===== src/hw/rtl/ptald_pkg.sv =====
// Shared types and constants of the peak-three average leak detector.
package ptald_pkg;

  // Widths of the sample path.
  localparam int unsigned SampleW = 12;
  localparam int unsigned SumW    = 14;

  // Reciprocal of three in 16 fractional bits; exact floor for sums below 2**14.
  localparam int unsigned RecipW    = 15;
  localparam int unsigned RecipFrac = 16;
  localparam int unsigned ProdW     = SumW + RecipW;
  localparam logic [RecipW-1:0] RecipThree = RecipW'(21846);

  // Reset value of the leak threshold.
  localparam logic [SampleW-1:0] ThresholdReset = SampleW'(1250);

  // Status codes of the held leak flag.
  localparam logic StatusLeak  = 1'b1;
  localparam logic StatusClear = 1'b0;

  // One end-of-window request from the ranking stage to the judging stage.
  typedef struct packed {
    logic [SumW-1:0] peak_sum;
    logic            green;
  } win_req_t;

  // Status of the ranking stage, observed at the top level.
  typedef struct packed {
    logic busy;
    logic end_pending;
  } rank_stat_t;

endpackage


===== src/hw/rtl/ptald_rank.sv =====
// Input register, window counter and three-place compare-insert of the largest samples.
module ptald_rank #(
  parameter int unsigned WINDOW = 50
) (
  input  logic                          clk_i,
  input  logic                          rst_ni,
  input  logic                          in_valid_i,
  output logic                          in_stall_o,
  input  logic [ptald_pkg::SampleW-1:0] adc_sample_i,
  input  logic                          window_last_i,
  input  logic                          green_light_i,
  output logic                          req_valid_o,
  input  logic                          req_free_i,
  output ptald_pkg::win_req_t           req_o,
  output ptald_pkg::rank_stat_t         stat_o
);

  localparam int unsigned CntW = $clog2(WINDOW);

  logic                          in_valid_q;
  logic [ptald_pkg::SampleW-1:0] in_sample_q;
  logic                          in_last_q;
  logic                          in_green_q;
  logic [CntW-1:0]               cnt_q, cnt_d;
  logic [ptald_pkg::SampleW-1:0] top0_q, top1_q, top2_q;
  logic [ptald_pkg::SampleW-1:0] top0_d, top1_d, top2_d;
  logic [ptald_pkg::SampleW-1:0] ins0, ins1, ins2;
  logic                          in_end;
  logic                          in_fire;
  logic                          in_free;

  // The held sample closes its window on the last flag or on the final count.
  assign in_end  = in_last_q || (cnt_q == CntW'(WINDOW - 1));
  assign in_fire = in_valid_q && (!in_end || req_free_i);
  assign in_free = !in_valid_q || in_fire;

  assign in_stall_o = !in_free;

  // Input register takes a new request whenever the held one moves on.
  always_ff @(posedge clk_i or negedge rst_ni) begin
    if (!rst_ni) begin
      in_valid_q <= 1'b0;
    end else if (in_free) begin
      in_valid_q <= in_valid_i;
    end
  end

  always_ff @(posedge clk_i) begin
    if (in_free && in_valid_i) begin
      in_sample_q <= adc_sample_i;
      in_last_q   <= window_last_i;
      in_green_q  <= green_light_i;
    end
  end

  // Compare-insert of the held sample into the three largest values.
  always_comb begin
    ins0 = top0_q;
    ins1 = top1_q;
    ins2 = top2_q;
    if (in_sample_q > top0_q) begin
      ins0 = in_sample_q;
      ins1 = top0_q;
      ins2 = top1_q;
    end else if (in_sample_q > top1_q) begin
      ins1 = in_sample_q;
      ins2 = top1_q;
    end else if (in_sample_q > top2_q) begin
      ins2 = in_sample_q;
    end
  end

  // Window state: insert on an ordinary sample, clear after the closing one.
  always_comb begin
    top0_d = top0_q;
    top1_d = top1_q;
    top2_d = top2_q;
    cnt_d  = cnt_q;
    if (in_fire) begin
      if (in_end) begin
        top0_d = '0;
        top1_d = '0;
        top2_d = '0;
        cnt_d  = '0;
      end else begin
        top0_d = ins0;
        top1_d = ins1;
        top2_d = ins2;
        cnt_d  = cnt_q + CntW'(1);
      end
    end
  end

  always_ff @(posedge clk_i or negedge rst_ni) begin
    if (!rst_ni) begin
      top0_q <= '0;
      top1_q <= '0;
      top2_q <= '0;
      cnt_q  <= '0;
    end else begin
      top0_q <= top0_d;
      top1_q <= top1_d;
      top2_q <= top2_d;
      cnt_q  <= cnt_d;
    end
  end

  // Sum of the three largest values including the closing sample.
  assign req_valid_o     = in_valid_q && in_end;
  assign req_o.peak_sum  = ptald_pkg::SumW'(ins0) + ptald_pkg::SumW'(ins1)
                         + ptald_pkg::SumW'(ins2);
  assign req_o.green     = in_green_q;

  assign stat_o.busy        = in_valid_q;
  assign stat_o.end_pending = in_valid_q && in_end;

endmodule


===== src/hw/rtl/ptald_judge.sv =====
// Sum register, division by three, threshold judgment and result register.
module ptald_judge (
  input  logic                          clk_i,
  input  logic                          rst_ni,
  input  logic                          req_valid_i,
  output logic                          req_free_o,
  input  ptald_pkg::win_req_t           req_i,
  input  logic [ptald_pkg::SampleW-1:0] threshold_i,
  output logic                          out_valid_o,
  input  logic                          out_stall_i,
  output logic [ptald_pkg::SampleW-1:0] peak_average_o,
  output logic                          leak_status_o
);

  logic                          sum_valid_q;
  ptald_pkg::win_req_t           sum_q;
  logic                          out_valid_q;
  logic [ptald_pkg::SampleW-1:0] avg_q;
  logic                          held_q, held_d;
  logic [ptald_pkg::ProdW-1:0]   prod;
  logic [ptald_pkg::SampleW-1:0] avg;
  logic                          out_free;
  logic                          sum_free;
  logic                          sum_move;

  assign out_free = !out_valid_q || !out_stall_i;
  assign sum_move = sum_valid_q && out_free;
  assign sum_free = !sum_valid_q || out_free;

  assign req_free_o = sum_free;

  // Sum register between the ranking and the judging logic.
  always_ff @(posedge clk_i or negedge rst_ni) begin
    if (!rst_ni) begin
      sum_valid_q <= 1'b0;
    end else if (sum_free) begin
      sum_valid_q <= req_valid_i;
    end
  end

  always_ff @(posedge clk_i) begin
    if (sum_free && req_valid_i) begin
      sum_q <= req_i;
    end
  end

  // Floor of the sum over three by multiplying with the scaled reciprocal.
  assign prod = ptald_pkg::ProdW'(sum_q.peak_sum) * ptald_pkg::ProdW'(ptald_pkg::RecipThree);
  assign avg  = prod[ptald_pkg::RecipFrac +: ptald_pkg::SampleW];

  // Leak flag is judged only under green light, otherwise it is held.
  always_comb begin
    held_d = held_q;
    if (sum_move && sum_q.green) begin
      held_d = (avg < threshold_i) ? ptald_pkg::StatusLeak : ptald_pkg::StatusClear;
    end
  end

  always_ff @(posedge clk_i or negedge rst_ni) begin
    if (!rst_ni) begin
      held_q      <= ptald_pkg::StatusClear;
      out_valid_q <= 1'b0;
    end else begin
      held_q <= held_d;
      if (out_free) begin
        out_valid_q <= sum_valid_q;
      end
    end
  end

  always_ff @(posedge clk_i) begin
    if (sum_move) begin
      avg_q <= avg;
    end
  end

  assign out_valid_o    = out_valid_q;
  assign peak_average_o = avg_q;
  assign leak_status_o  = held_q;

endmodule


===== src/hw/rtl/peak_three_average_leak_detector.sv =====
// Top level of the peak-three average leak detector.
//
//   Channel  Direction  Handshake               Payload
//   in       input      in_valid_i/in_stall_o    adc_sample_i, window_last_i, green_light_i
//   out      output     out_valid_o/out_stall_i  peak_average_o, leak_status_o
//   cfg      input      cfg_valid_i/cfg_ready_o  leak_threshold_i
//
// One sample is taken every cycle while the input is not stalled; the three-place
// compare-insert in the ranking stage handles one sample per cycle. A window result
// passes from the input register through the sum register to the result register.
// Reset clears the window registers, the count and the held status, and sets the threshold (1250).
// A stalled result holds; samples are still taken until a closing sample finds the sum
// register and the result register both occupied.
module peak_three_average_leak_detector #(
  parameter int unsigned WINDOW = 50
) (
  input  logic                          clk_i,
  input  logic                          rst_ni,
  input  logic                          in_valid_i,
  output logic                          in_stall_o,
  input  logic [ptald_pkg::SampleW-1:0] adc_sample_i,
  input  logic                          window_last_i,
  input  logic                          green_light_i,
  output logic                          out_valid_o,
  input  logic                          out_stall_i,
  output logic [ptald_pkg::SampleW-1:0] peak_average_o,
  output logic                          leak_status_o,
  input  logic                          cfg_valid_i,
  output logic                          cfg_ready_o,
  input  logic [ptald_pkg::SampleW-1:0] leak_threshold_i
);

  logic [ptald_pkg::SampleW-1:0] threshold_q;
  logic                          req_valid;
  logic                          req_free;
  ptald_pkg::win_req_t           req;
  ptald_pkg::rank_stat_t         rank_stat;

  // Threshold register, always ready for a write request.
  assign cfg_ready_o = 1'b1;

  always_ff @(posedge clk_i or negedge rst_ni) begin
    if (!rst_ni) begin
      threshold_q <= ptald_pkg::ThresholdReset;
    end else if (cfg_valid_i && cfg_ready_o) begin
      threshold_q <= leak_threshold_i;
    end
  end

  // Ranking of the window's samples.
  ptald_rank #(
    .WINDOW (WINDOW)
  ) u_rank (
    .clk_i         (clk_i),
    .rst_ni        (rst_ni),
    .in_valid_i    (in_valid_i),
    .in_stall_o    (in_stall_o),
    .adc_sample_i  (adc_sample_i),
    .window_last_i (window_last_i),
    .green_light_i (green_light_i),
    .req_valid_o   (req_valid),
    .req_free_i    (req_free),
    .req_o         (req),
    .stat_o        (rank_stat)
  );

  // Average and leak judgment per window.
  ptald_judge u_judge (
    .clk_i          (clk_i),
    .rst_ni         (rst_ni),
    .req_valid_i    (req_valid),
    .req_free_o     (req_free),
    .req_i          (req),
    .threshold_i    (threshold_q),
    .out_valid_o    (out_valid_o),
    .out_stall_i    (out_stall_i),
    .peak_average_o (peak_average_o),
    .leak_status_o  (leak_status_o)
  );

  // The input side stalls only behind a closing sample that cannot move on.
  a_stall_only_on_end: assert property (@(posedge clk_i) disable iff (!rst_ni)
    in_stall_o |-> rank_stat.end_pending)
    else $error("input stalled without a pending window end");

  // With an empty result register the input side never stalls.
  a_no_stall_when_empty: assert property (@(posedge clk_i) disable iff (!rst_ni)
    !out_valid_o |-> !in_stall_o)
    else $error("input stalled while the result register is empty");

  // The held status only changes when a new result is loaded.
  a_status_with_result: assert property (@(posedge clk_i) disable iff (!rst_ni)
    (leak_status_o != $past(leak_status_o)) |-> out_valid_o)
    else $error("leak status changed without a result");

  // A stall request always comes from a busy input register.
  a_stall_busy: assert property (@(posedge clk_i) disable iff (!rst_ni)
    in_stall_o |-> rank_stat.busy)
    else $error("input stalled with an empty input register");

endmodule


===== config.mk =====
export PLATFORM = sky130hd
export DESIGN_NAME = peak_three_average_leak_detector
export DESIGN_NICKNAME = d
export VERILOG_FILES = /design/src/hw/rtl/ptald_pkg.sv /design/src/hw/rtl/ptald_rank.sv /design/src/hw/rtl/ptald_judge.sv /design/src/hw/rtl/peak_three_average_leak_detector.sv
export SDC_FILE = /design/constraint.sdc
export NUM_CORES = 1
export LEC_CHECK = 0
export BUFFER_PORTS_ARGS = -buffer_cell sky130_fd_sc_hd__buf_2
export CAP_MARGIN = 30
export CORE_MARGIN = 1
export CORE_UTILIZATION = 43
export CTS_BUF_LIST = sky130_fd_sc_hd__clkbuf_16
export CTS_CLUSTER_SIZE = 10
export DETAILED_ROUTE_END_ITERATION = 8
export GPL_TIMING_DRIVEN = 0
export PLACE_DENSITY_LB_ADDON = 0.25
export SETUP_SLACK_MARGIN = 0.15
export SYNTH_ARGS = -nofsm -noshare
export SYNTH_HDL_FRONTEND = slang
export SYNTH_SLANG_ARGS = --single-unit

===== constraint.sdc =====
create_clock -name clk_i -period 7.95 [get_ports clk_i]
set_input_delay 0 -clock clk_i [delete_from_list [all_inputs] [get_ports clk_i]]
set_output_delay 0 -clock clk_i [all_outputs]
set_load 0.01 [all_outputs]

==> metrics, run 1 <==
status complete, no violations; vias in the first global route 7165; ratio of cells with drive above 1 in the final layout 14.3%; IO Count 47; Final setup violation count 0; die area 23000 um^2; max incr delay on CP 0.54 ns; RSZ-0062 raised after global routing no; Post-Synth Adder-Cell Area 33.2%; Worst R2R Start u_judge.sum_q[2]; complex-gate fraction of the synthesized area 14.0%; hold path startpoint cfg_valid_i; Clock Root Buffer clkbuf_16; Post-CTS Setup Bufs 0; sequential cell area fraction in the yosys report 28.0%; Critical Path AT 7.13 ns; pin count of the biggest net entering global routing 59; H-tree depth 3; Fin. Hold Viols 0; post-layout net count 1246; Fillers 2052; Slew Limit Fails 0; placed inst area 10200 um^2; first-pass GRT wire length 34.8 mm; Setup crit end kind flip-flop; core footprint 21900 um^2; Reg area 2690 um^2; multi-input logic area 6210 um^2; CTS Buf Count 9; First-pass DRT Iterations 4; Worst Skew 0.0116 ns; Worst Hold Path EP threshold_q[3]; Clock Tree Buf Depth 2; EDFF count, synth 41; initial antenna violation count 0; GPL Wtd Cong 0.866; Final period util 85.8%; Setup CP Type reg2reg; CTS tree built; Total Routed Length 20.9 mm; Mapped Cells 905; port buffer count 45; asr flop ratio synth 58.6%; grt ovf 0; CP required 8.25 ns; synth unique cells 69; post-DR wirelength/cell 16.4 um; largest family of logic cells by synthesized area adder cells; reg2reg path depth 25; CTS Sinks 99; DRC Markers 0; Post-DP HPWL 17.2 mm; initial drt markers 227; clock slew at reported path FFs 0.08 ns; Synth Area in Simple Gates 6.98%; Hold WC Path Type in2reg; ANT cells 0; Crit Path Max Fanout 5; Setup TNS 0 ns; row cnt 54; Rel. slew slack 43.9%; vias 6749; Mapped Area 9610 um^2; flops & latches, synth 99; mux cell area share after synthesis 6.80%; Worst-Margin Slew 0.838 ns; Avg Vias per Cell 5.28; synthesis warning total 0; Post-Synth XOR/XNOR Area 3.46%; Yosys top cell area share 21.4%; Die Ht 152 um; Crit-path slowest cell fa_1; Skew-Pair Late Insertion Delay 0.36 ns; Post-synth top cells 164 x ha_1, 158 x inv_1, 57 x fa_1; synth top area cells ha_1 21%, dfrtp_1 14%, edfxtp_1 13%; average cell area after synthesis 10.6 um^2; Cells on Worst Hold Path 3; R2R Setup Slk 1.13 ns; area delta synth->final 12.5%; achievable clock frequency 147 MHz; Die X 152 um; Setup crit start kind flip-flop; syn nets 1157; Post-synth top flop dfrtp_1; Initial Util 43.9%; leading area contributor after synthesis ha_1; max_cap viols 0; final instance area 10800 um^2; Detail Route Antenna Nets 0; top-count cell post-synth ha_1; worst r2r dst u_judge.leak_status_o; minimum clock period 6.82 ns; Tot GR Track Use 19.8%
[cell type report]
class,count,area share [%]
tap,280,3.24
inverter,158,5.49
multi-input combinational,629,57.4
timing repair buffer,78,5.14
clock inverter,7,0.602
sequential,99,24.9
clock buffer,9,2.08
buffer,19,1.16
[how the worst max path moves through the flow]
| stage | from | to | slack [ns] | cells after the start |
|---|---|---|---|---|
| finish | u_judge.sum_q[2] | u_judge.leak_status_o | 1.13 | 25 |
| CTS | u_judge.sum_q[2] | u_judge.leak_status_o | 1.05 | 25 |
| floorplan | u_judge.sum_q[2] | u_judge.leak_status_o | 1.77 | 25 |
| global placement | u_judge.sum_q[2] | u_judge.leak_status_o | 1.12 | 25 |
| global route | u_judge.sum_q[2] | u_judge.leak_status_o | 0.79 | 25 |
| detailed placement | u_judge.sum_q[2] | u_judge.leak_status_o | 1.08 | 24 |
[sequential cells by signal, summed over array words and instances, names as in the netlist]
register and cells:
u_judge.out_valid_o 1, u_rank.in_last_q 1, u_rank.in_valid_q 1, u_rank.top0_q 12, u_rank.in_sample_q 12, u_judge.sum_valid_q 1
u_judge.sum_q 15, threshold_q 12, u_rank.top2_q 12, u_rank.in_green_q 1, u_judge.peak_average_o 12, u_rank.cnt_q 6
u_rank.top1_q 12, u_judge.leak_status_o 1
[kinds of logic (layout without fill, tap and decap cells)]
group,after synthesis,count (layout)
other cells,1,1
compound gates,182,182
mux,60,60
xor+xnor,38,38
fa+ha+maj,221,221
buf+inv,177,271
flops,99,99
simple gates,127,127
[critical path, delay by kind of cell (launching register included)]
kind,cells,cell delay (ns)
XOR/XNOR,1,0.20
AND/OR/NAND/NOR,5,1.00
adder cells (fa/ha/maj),8,3.43
flip-flops,1,0.50
AO/OA/AOI/OAI,7,1.38
buffers and inverters,4,0.23
[per-layer routing]
layer	routed length [um]	up-vias	GRT usage (%)
met2	10200	95	35.0
met5	0	-	0
li1	-	3353	-
met3	589	23	3.08
met1	9800	3278	24.9
met4	342	0	5.50
[cell usage in the layout (no fill, tap or decap), drive strengths merged, types with 3 or more instances in the layout]
cell type,Yosys,final
ha,164,164
inv,158,163
buf,12,58
fa,57,57
dfrtp,53,53
edfxtp,41,41
mux2,36,36
a21oi,36,36
nand2,34,34
dlygate4sd3,0,32
o21ai,28,28
xnor2,27,27
a21o,26,26
a22o,26,26
mux2i,24,24
nor2,23,23
clkbuf,7,16
nand4,15,15
xor2,11,11
o32ai,11,11
a31o,11,11
nor3,9,9
nand2b,9,9
nor2b,8,8
o21a,8,8
o21bai,8,8
nand3,6,6
and2,6,6
or2,6,6
dfstp,5,5
a211oi,4,4
a31oi,4,4
o311ai,4,4
o211ai,3,3
[metrics by stage]
stage / cells / utilization, % / hold WS, ns / worst slack (ns)
6_report: 1279 / 49.4 / 0.189 / 1.13
5_1_grt: 1279 / 49.4 / 0.225 / 0.789
4_1_cts: 1279 / 49.4 / 0.184 / 1.05
3_5_place_dp: 1231 / 46.6 / 0.129 / 1.08
3_3_place_gp: 1230 / 46.5 / 0.176 / 1.12
2_1_floorplan: 905 / - / -0.296 / 1.77
[timing repair]
item	4_1_cts	5_1_grt
resized for setup	0	0
hold endpoints to repair	82	0
hold buffers	32	0
Power of run 1 is not shown: default switching activity piles up to over one toggle a cycle in this logic, so the estimate is an artifact.
==> inputs of run 2 (changes only) <==
--- a/config.mk
+++ b/config.mk
@@ -5,13 +5,13 @@
 export SDC_FILE = /design/constraint.sdc
 export NUM_CORES = 1
 export LEC_CHECK = 0
-export BUFFER_PORTS_ARGS = -buffer_cell sky130_fd_sc_hd__buf_2
 export CAP_MARGIN = 30
 export CORE_MARGIN = 1
 export CORE_UTILIZATION = 43
 export CTS_BUF_LIST = sky130_fd_sc_hd__clkbuf_16
 export CTS_CLUSTER_SIZE = 10
 export DETAILED_ROUTE_END_ITERATION = 8
+export DONT_BUFFER_PORTS = 1
 export GPL_TIMING_DRIVEN = 0
 export PLACE_DENSITY_LB_ADDON = 0.25
 export SETUP_SLACK_MARGIN = 0.15
==> constraint.sdc (replaced) <==
create_clock -name clk_i -period 7.95 [get_ports clk_i]
set_input_delay 0.795 -clock clk_i [delete_from_list [all_inputs] [get_ports clk_i]]
set_output_delay 0.795 -clock clk_i [all_outputs]
set_load 0.01 [all_outputs]
==> metrics, run 2 (synthesized netlist as in run 1, its figures left out) <==
most common cell after layout, fill and taps aside ha_1; first-pass GRT wire length 33.1 mm (-4.8%); core footprint 21900 um^2 (unchanged); Die X 152 um (unchanged); Final period util 87.4% (+1.6 points); GPL Wtd Cong 0.877 (+1.3%); grt ovf 0 (unchanged); Worst Skew 0.00910 ns (-0.00248 ns); RSZ-0062 raised after global routing no; Critical Path AT 7.24 ns (+0.11 ns); Setup CP Type reg2reg; Worst-Margin Slew 0.842 ns (+0.00362 ns); status complete, no violations; fin util 46.8% (-2.5 points); Slew Limit Fails 0 (unchanged); minimum clock period 6.95 ns (+0.126 ns); most frequent cells in the layout 164 x ha_1, 158 x inv_1, 57 x fa_1; die area 23000 um^2 (unchanged); Clock Tree Buf Depth 2 (unchanged); CTS Sinks 99 (unchanged); Tot GR Track Use 18.9% (-0.86 points); max_cap viols 0 (unchanged); Initial Util 43.9% (unchanged); initial drt markers 227 (unchanged); CTS Buf Count 9 (unchanged); Detail Route Antenna Nets 0 (unchanged); CTS tree built; Rel. slew slack 43.6% (-0.24 points); Post-CTS Setup Bufs 0 (unchanged); post-DR wirelength/cell 17.0 um (+4.0%); Setup TNS 0 ns (unchanged); Clock Root Buffer clkbuf_16; vias in the first global route 6542 (-8.7%); initial antenna violation count 0 (unchanged); Largest register FFs 15 (unchanged); pin count of the biggest net entering global routing 59 (unchanged); vias 6378 (-5.5%); First-pass DRT Iterations 5 (+1); max incr delay on CP 0.54 ns (about the same); Setup crit start kind flip-flop; Crit Path Max Fanout 5 (unchanged); Final setup violation count 0 (unchanged); DRC Markers 0 (unchanged); Crit-path slowest cell fa_1; clock slew at reported path FFs 0.07 ns (about the same); Total Routed Length 20.5 mm (-2.3%); Top reg by flops u_judge.sum_q; port buffer count 0 (-100%); IO Count 47 (unchanged); row cnt 54 (unchanged); Hold WC Path Type in2async; post-layout net count 1169 (-6.2%); ratio of cells with drive above 1 in the final layout 10.6% (-3.7 points); Post-DP HPWL 17.1 mm (-1.0%); ANT cells 0 (unchanged); H-tree depth 3 (unchanged); CP required 8.24 ns (about the same); Avg Vias per Cell 5.31 (+0.56%); achievable clock frequency 144 MHz (-1.8%); Setup crit end kind flip-flop; post-CTS sizing 0 (unchanged); CTS Hold Buffers Added 0 (-100%); Fin. Hold Viols 0 (unchanged); Die Ht 152 um (unchanged); area delta synth->final 6.68%; Skew-Pair Late Insertion Delay 0.35 ns (about the same)
## run 2: worst paths after layout
path	from	to	slack (ns)	depth (start not counted)
hold reg to reg	u_rank.in_green_q	u_judge.sum_q[0]	0.43	0
max in group asynchronous	rst_ni	threshold_q[7]	7.61	0
setup / recovery	u_judge.sum_q[2]	u_judge.leak_status_o	1.0	25
min in group clk_i	u_rank.in_green_q	u_judge.sum_q[0]	0.43	0
hold / removal	rst_ni	u_rank.top1_q[7]	0.14	0
setup reg to reg	u_judge.sum_q[2]	u_judge.leak_status_o	1.0	25
## run 2: critical path, delay by kind of cell, from the launching register on
family | cells | cell delay (ns)
adder cells (fa/ha/maj) | 8 | 3.47
AO/OA/AOI/OAI | 7 | 1.37
AND/OR/NAND/NOR | 5 | 0.99
flip-flops | 1 | 0.49
XOR/XNOR | 1 | 0.32
buffers and inverters | 4 | 0.23
## run 2: metrics by stage
step	area, um^2	instances	hold WS (ns)	setup slack [ns]
after global routing	10300	1202	0.117	0.576
final	10300	1202	0.135	0.999
after CTS	10300	1202	0.121	0.910
after global placement	9960	1185	0.418	1.02
after detailed placement	9970	1186	0.420	0.936
after floorplan	9610	905	0.400	1.77
## run 2: cell type report
| type | instances | area, um^2 |
|---|---|---|
| Fill cell | 2078 | 11600 |
| Multi-Input combinational cell | 629 | 6210 |
| Sequential cell | 99 | 2690 |
| Inverter | 158 | 593 |
| Tap cell | 280 | 350 |
| Clock buffer | 9 | 225 |
| Buffer | 19 | 125 |
| Clock inverter | 7 | 56.3 |
| Timing Repair Buffer | 1 | 7.51 |
## run 2: layer usage
metal	track usage (%)	vias to the layer above	part of all wire, %
met2	33.2	90	49
met5	0	-	0
met1	24.6	3070	48
met4	4.75	0	1.5
met3	2.31	20	2.1
li1	-	3198	-
Power of run 2 is left out for the same reason.
==> inputs of run 3 (changes only) <==
--- a/config.mk
+++ b/config.mk
@@ -14,6 +14,7 @@
 export DONT_BUFFER_PORTS = 1
 export GPL_TIMING_DRIVEN = 0
 export PLACE_DENSITY_LB_ADDON = 0.25
+export REMOVE_ABC_BUFFERS = 1
 export SETUP_SLACK_MARGIN = 0.15
 export SYNTH_ARGS = -nofsm -noshare
 export SYNTH_HDL_FRONTEND = slang
==> metrics, run 3 (synthesized netlist as in run 1, its figures left out) <==
status complete, no violations; Setup crit end kind flip-flop; Tot GR Track Use 18.4% (-0.49 points); family with the most delay on the worst path adder cells; Post-CTS Setup Bufs 0 (unchanged); post-DR wirelength/cell 16.3 um (-4.3%); GPL Wtd Cong 0.865 (-1.4%); Top reg by flops u_judge.sum_q; Clock Tree Buf Depth 2 (unchanged); die area 23000 um^2 (unchanged); Detail Route Antenna Nets 0 (unchanged); RSZ-0062 raised after global routing no; most common cell after layout, fill and taps aside ha_1; dpl cells 1169 (-1.4%); Die Ht 152 um (unchanged); Slew Limit Fails 0 (unchanged); H-tree depth 3 (unchanged); ANT cells 0 (unchanged); most frequent cells in the layout 164 x ha_1, 160 x inv_1, 57 x fa_1; max_cap viols 0 (unchanged); reg2reg path depth 24 (-4.0%); Crit-path slowest cell fa_1; IO Count 47 (unchanged); Critical Path AT 7.28 ns (+0.04 ns); CTS tree built; vias 6291 (-1.4%); clock slew at reported path FFs 0.07 ns (about the same); Setup crit start kind flip-flop; first-pass GRT wire length 32.5 mm (-1.7%); Worst Skew 0.0119 ns (+0.00281 ns); Fillers 2085 (+0.34%); Setup TNS 0 ns (unchanged); minimum clock period 6.98 ns (+0.0263 ns); post-layout net count 1152 (-1.5%); Largest register FFs 15 (unchanged); placed inst area 9900 um^2 (-0.70%); initial drt markers 249 (+9.7%); ratio of cells with drive above 1 in the final layout 9.61% (-1.0 points); Crit Path Max Fanout 5 (unchanged); port buffer count 0 (unchanged); Post-DP HPWL 15.5 mm (-9.1%); Skew-Pair Late Insertion Delay 0.36 ns (about the same); Worst-Margin Slew 1.05 ns (+0.204 ns); max incr delay on CP 0.56 ns (+0.02 ns); Rel. slew slack 30.3% (-13 points); Initial Util 43.9% (unchanged); row cnt 54 (unchanged); CP required 8.25 ns (about the same); Final setup violation count 0 (unchanged); final instance area 10200 um^2 (-0.72%); DRC Markers 0 (unchanged); Die X 152 um (unchanged); Stages on worst setup path 24 (-4.0%); Clock Root Buffer clkbuf_16; CTS Buf Count 9 (unchanged); Finished Layout Cells 1185 (-1.4%); core footprint 21900 um^2 (unchanged); CTS Sinks 99 (unchanged); CTS Hold Buffers Added 0 (unchanged); critical path, cell by cell ha_1 -> inv_1 -> fa_1 -> fa_1 -> inv_1 -> fa_1 -> inv_1 -> fa_1 -> inv_1 -> ha_1 -> ha_1 -> nand4_1 -> or2_1 -> nor4_2 -> and4bb_4 -> o21a_4 -> o21ai_2 -> nand2_1 -> xnor2_1 -> ha_1 -> a21o_1 -> a21o_1 -> a2111oi_0 -> a22o_1; grt ovf 0 (unchanged); First-pass DRT Iterations 4 (-1); Final period util 87.8% (+0.33 points); Total Routed Length 19.3 mm (-5.6%); vias in the first global route 6435 (-1.6%); area delta synth->final 5.91%; Fin. Hold Viols 0 (unchanged); Avg Vias per Cell 5.31 (about the same); CP bufs+invs 4 (unchanged); Hold WC Path Type in2async; initial antenna violation count 0 (unchanged); post-CTS sizing 0 (unchanged); pin count of the biggest net entering global routing 59 (unchanged); achievable clock frequency 143 MHz (-0.38%); Setup CP Type reg2reg
-- run 3: path summary, 6_finish.rpt --
kind                                               to  slack (ns)         startpoint
worst min-delay path                   threshold_q[9]        0.12             rst_ni
worst max register to register  u_judge.leak_status_o        0.97   u_judge.sum_q[2]
worst max-delay path            u_judge.leak_status_o        0.97   u_judge.sum_q[2]
max in group asynchronous              threshold_q[1]        7.63             rst_ni
min in group clk_i                   u_judge.sum_q[0]        0.42  u_rank.in_green_q
worst min register to register       u_judge.sum_q[0]        0.42  u_rank.in_green_q
-- run 3: layout make-up --
type	instances	area (um^2)	area share (%)
Inverter	158	593	5.83
Tap cell	280	350	3.44
Clock inverter	7	52.6	0.516
Clock buffer	9	225	2.21
Sequential cell	99	2690	26.4
Multi-Input combinational cell	629	6210	61.0
Timing Repair Buffer	3	62.6	0.615
-- run 3: stage by stage --
stage | worst slack [ns] | hold slack (ns) | util (%)
detailed placement | 0.947 | 0.406 | 45.2
finish | 0.973 | 0.124 | 46.5
global route | 0.647 | 0.106 | 46.5
CTS | 0.934 | 0.112 | 46.5
floorplan | 1.77 | 0.400 | -
global placement | 1.05 | 0.405 | 44.9
-- run 3: routing by layer --
metal	share of wire, %	wire length [um]	global-route usage [%]	vias up
met5	0	0	0	-
met4	2.1	403	5.64	0
met3	2.8	544	2.90	21
met2	47	9070	31.0	78
met1	48	9290	24.3	3026
li1	-	-	-	3166
Power of run 3 is left out for the same reason.
